==> src/rtl/nfb_pkg.sv <==
`timescale 1ns / 1ps
`default_nettype none

package nfb_pkg;

    localparam int QUEUE_DEPTH = 4;
    localparam int CFG_IDX_W   = 1;
    localparam int CFG_DATA_W  = 64;

    localparam logic [CFG_IDX_W-1:0] REG_ID_FIRST8 = 1'd0;
    localparam logic [CFG_IDX_W-1:0] REG_ID_LAST2  = 1'd1;

    localparam logic OP_START = 1'b0;
    localparam logic OP_DATA  = 1'b1;

    localparam logic [7:0] MAX_PAYLOAD = 8'd240;
    localparam logic [7:0] SOF_BYTE    = 8'hFE;
    localparam logic [7:0] EOF_BYTE    = 8'hEF;
    localparam logic [7:0] LEN_BIAS    = 8'd15;
    localparam logic [7:0] PROTO_BYTE  = 8'h10;
    localparam logic [7:0] ZERO_BYTE   = 8'h00;

    typedef struct packed {
        logic       opcode;
        logic [7:0] cmd_code;
        logic [7:0] payload_length;
        logic [7:0] payload_byte;
    } nfb_in_t;

    typedef struct packed {
        logic [7:0] frame_byte;
        logic       frame_end;
        logic       run_last;
        logic       order_error;
    } nfb_out_t;

    typedef enum logic [1:0] {
        KIND_HDR,
        KIND_DATA,
        KIND_ERR
    } nfb_kind_t;

    // one queued job: header burst, payload byte, or order error
    typedef struct packed {
        nfb_kind_t  kind;
        logic [7:0] value;
        logic [7:0] length;
        logic [7:0] checksum;
        logic       trailer;
    } nfb_job_t;

endpackage

`default_nettype wire

==> src/rtl/nfb_front.sv <==
`timescale 1ns / 1ps
`default_nettype none

module nfb_front (
    input  wire logic             clk,
    input  wire logic             rst_n,
    input  wire logic             in_valid,
    output logic                  in_ready,
    input  wire nfb_pkg::nfb_in_t in_word,
    input  wire logic             q_full,
    output logic                  q_push,
    output nfb_pkg::nfb_job_t     q_job
);
    import nfb_pkg::*;

    logic [7:0] rem_reg, rem_next;
    logic [7:0] sum_reg, sum_next;
    logic       open_reg, open_next;
    logic [7:0] len_sat;
    logic [7:0] sum_add;
    logic [7:0] rem_dec;

    assign in_ready = !q_full;
    assign q_push   = in_valid && !q_full;

    always_comb
    begin
        len_sat   = (in_word.payload_length > MAX_PAYLOAD) ? MAX_PAYLOAD
                                                           : in_word.payload_length;
        sum_add   = sum_reg + in_word.payload_byte;
        rem_dec   = rem_reg - 8'd1;
        rem_next  = rem_reg;
        sum_next  = sum_reg;
        open_next = open_reg;
        q_job     = '{kind: KIND_ERR, value: ZERO_BYTE, length: ZERO_BYTE,
                      checksum: ZERO_BYTE, trailer: 1'b0};
        case (in_word.opcode)
            OP_START:
            begin
                q_job.kind     = KIND_HDR;
                q_job.value    = in_word.cmd_code;
                q_job.length   = len_sat;
                q_job.checksum = in_word.cmd_code;
                q_job.trailer  = (len_sat == 8'd0);
                if (q_push)
                begin
                    sum_next  = in_word.cmd_code;
                    rem_next  = len_sat;
                    open_next = (len_sat != 8'd0);
                end
            end
            OP_DATA:
            begin
                if (open_reg)
                begin
                    q_job.kind     = KIND_DATA;
                    q_job.value    = in_word.payload_byte;
                    q_job.checksum = sum_add;
                    q_job.trailer  = (rem_dec == 8'd0);
                    if (q_push)
                    begin
                        sum_next  = sum_add;
                        rem_next  = rem_dec;
                        open_next = (rem_dec != 8'd0);
                    end
                end
            end
            default:
            begin
                q_job.kind = KIND_ERR;
            end
        endcase
    end

    always_ff @(posedge clk or negedge rst_n)
    begin
        if (!rst_n)
        begin
            rem_reg  <= 8'd0;
            sum_reg  <= 8'd0;
            open_reg <= 1'b0;
        end
        else
        begin
            rem_reg  <= rem_next;
            sum_reg  <= sum_next;
            open_reg <= open_next;
        end
    end

    a_open_has_bytes: assert property (@(posedge clk) disable iff (!rst_n)
        open_reg |-> (rem_reg != 8'd0))
        else $error("open frame with no payload bytes left");

    a_len_saturated: assert property (@(posedge clk) disable iff (!rst_n)
        (q_push && q_job.kind == KIND_HDR) |-> (q_job.length <= MAX_PAYLOAD))
        else $error("header length above limit");

endmodule

`default_nettype wire

==> src/rtl/nfb_queue.sv <==
`timescale 1ns / 1ps
`default_nettype none

module nfb_queue #(
    parameter int DEPTH = nfb_pkg::QUEUE_DEPTH
) (
    input  wire logic              clk,
    input  wire logic              rst_n,
    input  wire logic              push,
    input  wire nfb_pkg::nfb_job_t push_job,
    output logic                   full,
    input  wire logic              pop,
    output logic                   head_valid,
    output nfb_pkg::nfb_job_t      head_job
);
    import nfb_pkg::*;

    localparam int AW = (DEPTH > 1) ? $clog2(DEPTH) : 1;
    localparam int CW = $clog2(DEPTH + 1);
    localparam logic [AW-1:0] LAST_PTR = AW'(DEPTH - 1);
    localparam logic [CW-1:0] DEPTH_C  = CW'(DEPTH);

    nfb_job_t        slot_reg [DEPTH];
    logic [AW-1:0]   wr_ptr_reg, wr_ptr_next;
    logic [AW-1:0]   rd_ptr_reg, rd_ptr_next;
    logic [CW-1:0]   count_reg, count_next;
    logic            do_push;
    logic            do_pop;

    assign full       = (count_reg == DEPTH_C);
    assign head_valid = (count_reg != '0);
    assign head_job   = slot_reg[rd_ptr_reg];
    assign do_push    = push && !full;
    assign do_pop     = pop && head_valid;

    always_comb
    begin
        wr_ptr_next = wr_ptr_reg;
        rd_ptr_next = rd_ptr_reg;
        count_next  = count_reg;
        if (do_push)
        begin
            wr_ptr_next = (wr_ptr_reg == LAST_PTR) ? '0 : wr_ptr_reg + AW'(1);
        end
        if (do_pop)
        begin
            rd_ptr_next = (rd_ptr_reg == LAST_PTR) ? '0 : rd_ptr_reg + AW'(1);
        end
        if (do_push && !do_pop)
        begin
            count_next = count_reg + CW'(1);
        end
        else if (do_pop && !do_push)
        begin
            count_next = count_reg - CW'(1);
        end
    end

    always_ff @(posedge clk or negedge rst_n)
    begin
        if (!rst_n)
        begin
            wr_ptr_reg <= '0;
            rd_ptr_reg <= '0;
            count_reg  <= '0;
        end
        else
        begin
            wr_ptr_reg <= wr_ptr_next;
            rd_ptr_reg <= rd_ptr_next;
            count_reg  <= count_next;
        end
    end

    always_ff @(posedge clk)
    begin
        if (do_push)
        begin
            slot_reg[wr_ptr_reg] <= push_job;
        end
    end

    a_count_bound: assert property (@(posedge clk) disable iff (!rst_n)
        count_reg <= DEPTH_C)
        else $error("queue count above depth");

endmodule

`default_nettype wire

==> src/rtl/nfb_back.sv <==
`timescale 1ns / 1ps
`default_nettype none

module nfb_back (
    input  wire logic              clk,
    input  wire logic              rst_n,
    input  wire logic              head_valid,
    input  wire nfb_pkg::nfb_job_t head_job,
    output logic                   pop,
    input  wire logic [63:0]       id_first8,
    input  wire logic [15:0]       id_last2,
    output logic                   out_valid,
    input  wire logic              out_ready,
    output nfb_pkg::nfb_out_t      out_word
);
    import nfb_pkg::*;

    // word positions inside a header burst and a payload burst
    localparam logic [4:0] HDR_SOF     = 5'd0;
    localparam logic [4:0] HDR_LEN     = 5'd1;
    localparam logic [4:0] HDR_PAD0    = 5'd2;
    localparam logic [4:0] HDR_PROTO   = 5'd3;
    localparam logic [4:0] HDR_PAD1    = 5'd4;
    localparam logic [4:0] HDR_STATION = 5'd5;
    localparam logic [4:0] HDR_PAD2    = 5'd15;
    localparam logic [4:0] HDR_CMD     = 5'd16;
    localparam logic [4:0] HDR_SUM     = 5'd17;
    localparam logic [4:0] HDR_EOF     = 5'd18;
    localparam logic [4:0] DAT_BYTE    = 5'd0;
    localparam logic [4:0] DAT_SUM     = 5'd1;
    localparam logic [4:0] DAT_EOF     = 5'd2;
    localparam logic [3:0] STATION_N   = 4'd10;

    logic [4:0]  idx_reg, idx_next;
    logic        out_valid_reg, out_valid_next;
    nfb_out_t    out_word_reg, out_word_next;
    logic [4:0]  last_idx;
    logic [4:0]  station_off;
    logic [3:0]  station_sel;
    logic [79:0] station_id;
    logic [7:0]  station_byte;
    nfb_out_t    gen_word;
    logic        load;

    assign station_id  = {id_last2, id_first8};
    assign station_off = idx_reg - HDR_STATION;
    assign station_sel = station_off[3:0];
    assign station_byte = (station_sel < STATION_N) ? station_id[station_sel*8 +: 8]
                                                     : ZERO_BYTE;

    always_comb
    begin
        gen_word = '{frame_byte: ZERO_BYTE, frame_end: 1'b0, run_last: 1'b0,
                     order_error: 1'b0};
        last_idx = 5'd0;
        case (head_job.kind)
            KIND_HDR:
            begin
                last_idx = head_job.trailer ? HDR_EOF : HDR_CMD;
                case (idx_reg)
                    HDR_SOF:   gen_word.frame_byte = SOF_BYTE;
                    HDR_LEN:   gen_word.frame_byte = head_job.length + LEN_BIAS;
                    HDR_PAD0:  gen_word.frame_byte = ZERO_BYTE;
                    HDR_PROTO: gen_word.frame_byte = PROTO_BYTE;
                    HDR_PAD1:  gen_word.frame_byte = ZERO_BYTE;
                    HDR_PAD2:  gen_word.frame_byte = ZERO_BYTE;
                    HDR_CMD:   gen_word.frame_byte = head_job.value;
                    HDR_SUM:   gen_word.frame_byte = head_job.checksum;
                    HDR_EOF:
                    begin
                        gen_word.frame_byte = EOF_BYTE;
                        gen_word.frame_end  = 1'b1;
                    end
                    default:   gen_word.frame_byte = station_byte;
                endcase
            end
            KIND_DATA:
            begin
                last_idx = head_job.trailer ? DAT_EOF : DAT_BYTE;
                case (idx_reg)
                    DAT_BYTE: gen_word.frame_byte = head_job.value;
                    DAT_SUM:  gen_word.frame_byte = head_job.checksum;
                    DAT_EOF:
                    begin
                        gen_word.frame_byte = EOF_BYTE;
                        gen_word.frame_end  = 1'b1;
                    end
                    default:  gen_word.frame_byte = ZERO_BYTE;
                endcase
            end
            KIND_ERR:
            begin
                gen_word.order_error = 1'b1;
            end
            default:
            begin
                gen_word.order_error = 1'b1;
            end
        endcase
        gen_word.run_last = (idx_reg == last_idx);
    end

    assign load = !out_valid_reg || out_ready;
    assign pop  = load && head_valid && (idx_reg == last_idx);

    always_comb
    begin
        idx_next       = idx_reg;
        out_valid_next = out_valid_reg;
        out_word_next  = out_word_reg;
        if (load)
        begin
            out_valid_next = head_valid;
            if (head_valid)
            begin
                out_word_next = gen_word;
                idx_next      = (idx_reg == last_idx) ? 5'd0 : idx_reg + 5'd1;
            end
        end
    end

    always_ff @(posedge clk or negedge rst_n)
    begin
        if (!rst_n)
        begin
            idx_reg       <= 5'd0;
            out_valid_reg <= 1'b0;
        end
        else
        begin
            idx_reg       <= idx_next;
            out_valid_reg <= out_valid_next;
        end
    end

    always_ff @(posedge clk)
    begin
        out_word_reg <= out_word_next;
    end

    assign out_valid = out_valid_reg;
    assign out_word  = out_word_reg;

    a_idx_bound: assert property (@(posedge clk) disable iff (!rst_n)
        idx_reg <= HDR_EOF)
        else $error("burst position out of range");

    a_end_is_last: assert property (@(posedge clk) disable iff (!rst_n)
        (out_valid_reg && out_word_reg.frame_end) |-> out_word_reg.run_last)
        else $error("frame end word not last of its run");

    a_error_word: assert property (@(posedge clk) disable iff (!rst_n)
        (out_valid_reg && out_word_reg.order_error) |->
            (out_word_reg.run_last && out_word_reg.frame_byte == ZERO_BYTE))
        else $error("malformed order error word");

endmodule

`default_nettype wire

==> src/rtl/net_frame_builder.sv <==
`timescale 1ns / 1ps
`default_nettype none

// channel   | handshake                  | payload
// ----------+----------------------------+--------------------------------
// in        | in_valid / in_ready        | in_word  (nfb_in_t)
// out       | out_valid / out_ready      | out_word (nfb_out_t)
// cfg       | cfg_wr_en                  | cfg_index, cfg_wdata
//
// A data word produces one output word (three when it is the last payload
// byte); a start word produces 17 output words (19 when the length is zero),
// driven one per cycle by the back end while out_ready is high. An accepted
// input word becomes a queued job before its words reach the output register.
// The job queue between front and back holds QUEUE_DEPTH jobs; in_ready
// drops only when it is full. Output words leave one per cycle, while
// out_ready is high, from a registered output stage. Reset clears frame state,
// queue and output valid; station ID registers reset to zero.

module net_frame_builder #(
    parameter int QUEUE_DEPTH = nfb_pkg::QUEUE_DEPTH
) (
    input  wire logic                              clk,
    input  wire logic                              rst_n,
    input  wire logic                              in_valid,
    output logic                                   in_ready,
    input  wire nfb_pkg::nfb_in_t                  in_word,
    output logic                                   out_valid,
    input  wire logic                              out_ready,
    output nfb_pkg::nfb_out_t                      out_word,
    input  wire logic                              cfg_wr_en,
    input  wire logic [nfb_pkg::CFG_IDX_W-1:0]     cfg_index,
    input  wire logic [nfb_pkg::CFG_DATA_W-1:0]    cfg_wdata
);
    import nfb_pkg::*;

    logic [63:0] id_first8_reg;
    logic [15:0] id_last2_reg;
    logic        q_full;
    logic        q_push;
    nfb_job_t    q_job;
    logic        q_pop;
    logic        head_valid;
    nfb_job_t    head_job;

    always_ff @(posedge clk or negedge rst_n)
    begin
        if (!rst_n)
        begin
            id_first8_reg <= 64'd0;
            id_last2_reg  <= 16'd0;
        end
        else if (cfg_wr_en)
        begin
            case (cfg_index)
                REG_ID_FIRST8: id_first8_reg <= cfg_wdata[63:0];
                REG_ID_LAST2:  id_last2_reg  <= cfg_wdata[15:0];
                default:       id_last2_reg  <= id_last2_reg;
            endcase
        end
    end

    nfb_front u_front (
        .clk      (clk),
        .rst_n    (rst_n),
        .in_valid (in_valid),
        .in_ready (in_ready),
        .in_word  (in_word),
        .q_full   (q_full),
        .q_push   (q_push),
        .q_job    (q_job)
    );

    nfb_queue #(
        .DEPTH (QUEUE_DEPTH)
    ) u_queue (
        .clk        (clk),
        .rst_n      (rst_n),
        .push       (q_push),
        .push_job   (q_job),
        .full       (q_full),
        .pop        (q_pop),
        .head_valid (head_valid),
        .head_job   (head_job)
    );

    nfb_back u_back (
        .clk        (clk),
        .rst_n      (rst_n),
        .head_valid (head_valid),
        .head_job   (head_job),
        .pop        (q_pop),
        .id_first8  (id_first8_reg),
        .id_last2   (id_last2_reg),
        .out_valid  (out_valid),
        .out_ready  (out_ready),
        .out_word   (out_word)
    );

endmodule

`default_nettype wire
==> config.mk <==
export PLATFORM = sky130hd
export DESIGN_NAME = net_frame_builder
export DESIGN_NICKNAME = d
export VERILOG_FILES = /design/src/rtl/nfb_pkg.sv /design/src/rtl/nfb_front.sv /design/src/rtl/nfb_queue.sv /design/src/rtl/nfb_back.sv /design/src/rtl/net_frame_builder.sv
export SDC_FILE = /design/constraint.sdc
export NUM_CORES = 1
export LEC_CHECK = 0
export BUFFER_PORTS_ARGS = -buffer_cell sky130_fd_sc_hd__buf_2
export CORE_MARGIN = 4
export CORE_UTILIZATION = 53
export CTS_CLUSTER_DIAMETER = 150
export DETAILED_ROUTE_END_ITERATION = 12
export PLACE_DENSITY = 0.8
export SYNTH_ARGS = -nofsm -noshare
export SYNTH_HDL_FRONTEND = slang
export SYNTH_HIERARCHICAL = 1
export SYNTH_SLANG_ARGS = --single-unit
==> constraint.sdc <==
create_clock -name clk -period 4.2 [get_ports clk]
set_input_delay 0.21 -clock clk [delete_from_list [all_inputs] [get_ports clk]]
set_output_delay 0.21 -clock clk [all_outputs]
set_load 0.01 [all_outputs]
==> results.json <==
{
  "gp_congestion": 0.890,
  "antenna_cells": 0,
  "via_per_inst": 5.82,
  "netlist_instances": 761,
  "route.detailed.wl_per_inst_microns": 20.5,
  "combPwrFrac": 0.396,
  "timing.fmax_mhz": 313,
  "route.detailed.drc": 0,
  "power.switching_w": 0.00323,
  "die_width_microns": 154,
  "critPathRequiredTime_ns": 4.59,
  "yosys_warnings": 6,
  "path_class": "flop to flop",
  "finalNetCount": 1052,
  "io_buffer_count": 107,
  "layout_common_cells": "119 x edfxtp_1, 109 x dfrtp_1, 106 x buf_2",
  "top_layer": "met4",
  "setup-violations-final": 0,
  "ios": 108,
  "cts_sinks": 229,
  "critPathArrivalTime_ns": 3.58,
  "slew_viol_final": 0,
  "post_cts_buffers": 0,
  "skew_ns": 0.0138,
  "ys_ff_latch": 229,
  "grt_remaining_overflow": 0,
  "internal-power_w": 0.00612,
  "drive_gt1_frac": 0.336,
  "initial_core_util": 0.537,
  "worstRegToRegCells": 12,
  "track_usage": 0.209,
  "crit_path_end_kind": "flop",
  "cts_buffers": 24,
  "worstPathMaxFanout": 8,
  "p_total_w": 0.00934,
  "design_area_sq_um": 13400,
  "clk_latency_ns": 0.51,
  "hold_class": "input port to flop",
  "clk_pin_slew_worst_paths_ns": 0.07,
  "core_area_sq_um": 21000,
  "min_delay_path_depth": 3,
  "async_flop_share": 0.480,
  "root_buffer": "clkbuf_16",
  "vias": 7130,
  "dieArea_sq_um": 23600,
  "syn_area_sq_um": 11200,
  "r2r-end": "u_queue/count_reg[1]",
  "largest_reg_flops": 108,
  "cts_resized": 0,
  "rows": 53,
  "drt_iter0_markers": 607,
  "p_leak_nw": 5.44,
  "mostFrequentLayoutCell": "edfxtp_1",
  "drt-met1-wl_microns": 10500,
  "cts-htree-levels": 1,
  "rrSetupSlack_ns": 1.00,
  "startpoint": "u_queue/rd_ptr_reg[0]",
  "max_slew_margin": 0.453,
  "yosys.cell_types.count": 80,
  "grt_max_degree": 43,
  "worst_slew_pin_slew_ns": 0.818,
  "detailed_place.area_sq_um": 11900,
  "antenna_found_initial": 0,
  "syn_area_per_cell_sq_um": 14.8,
  "synth.net_count": 880,
  "first_pass_iters": 5,
  "area_delta_synth_final_pct": 19.5,
  "whs_endpoint": "u_front/rem_reg[6]",
  "period_needed_ns": 3.20,
  "fill_cells": 1469,
  "max_cap_violations": 0,
  "power_density_nw_per_um2": 695,
  "swShare": 0.345,
  "grt_pass1_vias": 7366,
  "fp.dieH_microns": 154,
  "p_clk_frac": 0.247,
  "ys_seq_area_frac": 0.562,
  "tns_ns": 0,
  "whs_ns": 0.0193,
  "hold_viol": 0,
  "synth_flop_cell": "edfxtp_1",
  "met3_length_microns": 1750,
  "r2r-start": "u_queue/rd_ptr_reg[0]",
  "rsz0062_at_grt": "no",
  "hp-start": "in_word[14]",
  "ant_nets": 0,
  "crit_path_start_kind": "flop",
  "hpwl_microns": 16000,
  "cts_buffer_depth": 3,
  "timing.final.crit_share": 0.761,
  "wl_met2_microns": 12400,
  "status": "completed",
  "ctsHoldBuffers": 65,
  "seqPwrFrac": 0.357,
  "ir_drop_uv": 436,
  "grt_pass1_wl_microns": 39900,
  "synth-edff-count": 119,
  "drt_wl_total_microns": 25200,
  "cts_tree": "built"
}
## worst max-delay path, cell delays in order, from the launching register on
cell and delay [ns]:
dfrtp_1 0.45, mux4_2 0.59, nor2_1 0.12, buf_4 0.16
xnor2_1 0.08, nor4_2 0.38, inv_2 0.10, nor2_1 0.16
nand2_2 0.09, ha_1 0.21, inv_1 0.08, fa_1 0.41
mux2_2 0.26
## metrics by stage
step / instances / util / setup WS, ns
after detailed placement: 1117 / 0.568 / 1.01
final: 1225 / 0.641 / 1.00
after CTS: 1225 / 0.641 / 0.985
after global routing: 1225 / 0.641 / 0.731
after global placement: 1117 / 0.568 / 1.09
after floorplan: 761 / - / 1.03
## kinds of logic (layout without fill, tap and decap cells)
group                      after synthesis  count (layout)  share of synthesized area
muxes                                  142             142                      0.204
buffers and inverters                   59             248                     0.0359
and+or+nand+nor                        158             158                     0.0744
DFF                                    229             229                      0.562
AOI/OAI and AO/OA                      128             128                     0.0773
xor gates and xnor gates                21              21                     0.0177
adders and majority gates               24              24                     0.0280
## how the worst max path moves through the flow
stage,to,slack (ns),depth (start not counted)
after floorplan,u_queue/count_reg[1],1.03,12
after global placement,u_queue/count_reg[1],1.09,12
after detailed placement,u_queue/count_reg[1],1.01,12
after CTS,u_queue/count_reg[1],0.99,12
after global routing,u_queue/count_reg[1],0.73,12
final,u_queue/count_reg[1],1.00,12
## synthesized netlist by cell type (9+ instances only)
| cell | number | area, sq um |
|---|---|---|
| mux2_4 | 62 | 931 |
| ha_1 | 22 | 275 |
| edfxtp_1 | 119 | 3570 |
| nand2_1 | 50 | 188 |
| a21oi_1 | 26 | 130 |
| dfrtp_1 | 110 | 2750 |
| nor2_1 | 29 | 109 |
| xnor2_1 | 12 | 105 |
| buf_2 | 12 | 60.1 |
| inv_1 | 15 | 56.3 |
| mux2_2 | 29 | 327 |
| nor2b_1 | 12 | 75.1 |
| clkbuf_1 | 14 | 52.6 |
| mux4_2 | 41 | 923 |
| o21ai_0 | 23 | 115 |
| mux2i_1 | 9 | 90.1 |
| nand3_1 | 13 | 65.1 |
| o22ai_1 | 11 | 68.8 |
## layout make-up
cell class	instances	area (sq um)	area share
Clock buffer	34	709	0.0528
Clock inverter	9	169	0.0126
Inverter	18	67.6	0.00503
Multi-Input combinational cell	473	4520	0.336
Sequential cell	229	6330	0.471
Tap cell	275	344	0.0256
Timing Repair Buffer	187	1300	0.0968
## routing by layer
metal  vias to the layer above  global-route usage
met5                         -                   0
met4                         0              0.0442
met3                        46              0.0386
met2                       294               0.353
met1                      3559               0.288
li1                       3231                   -
## power groups by stage
stage	logic, W	clock network, W	registers [W]
finish	0.00370	0.00231	0.00334
global route	0.00401	0.00244	0.00340
CTS	0.00366	0.00235	0.00334
detailed placement	0.00357	0	0.00337
global placement	0.00349	0	0.00334
floorplan	0.00276	0	0.00327
(Power assumes the default switching activity.)
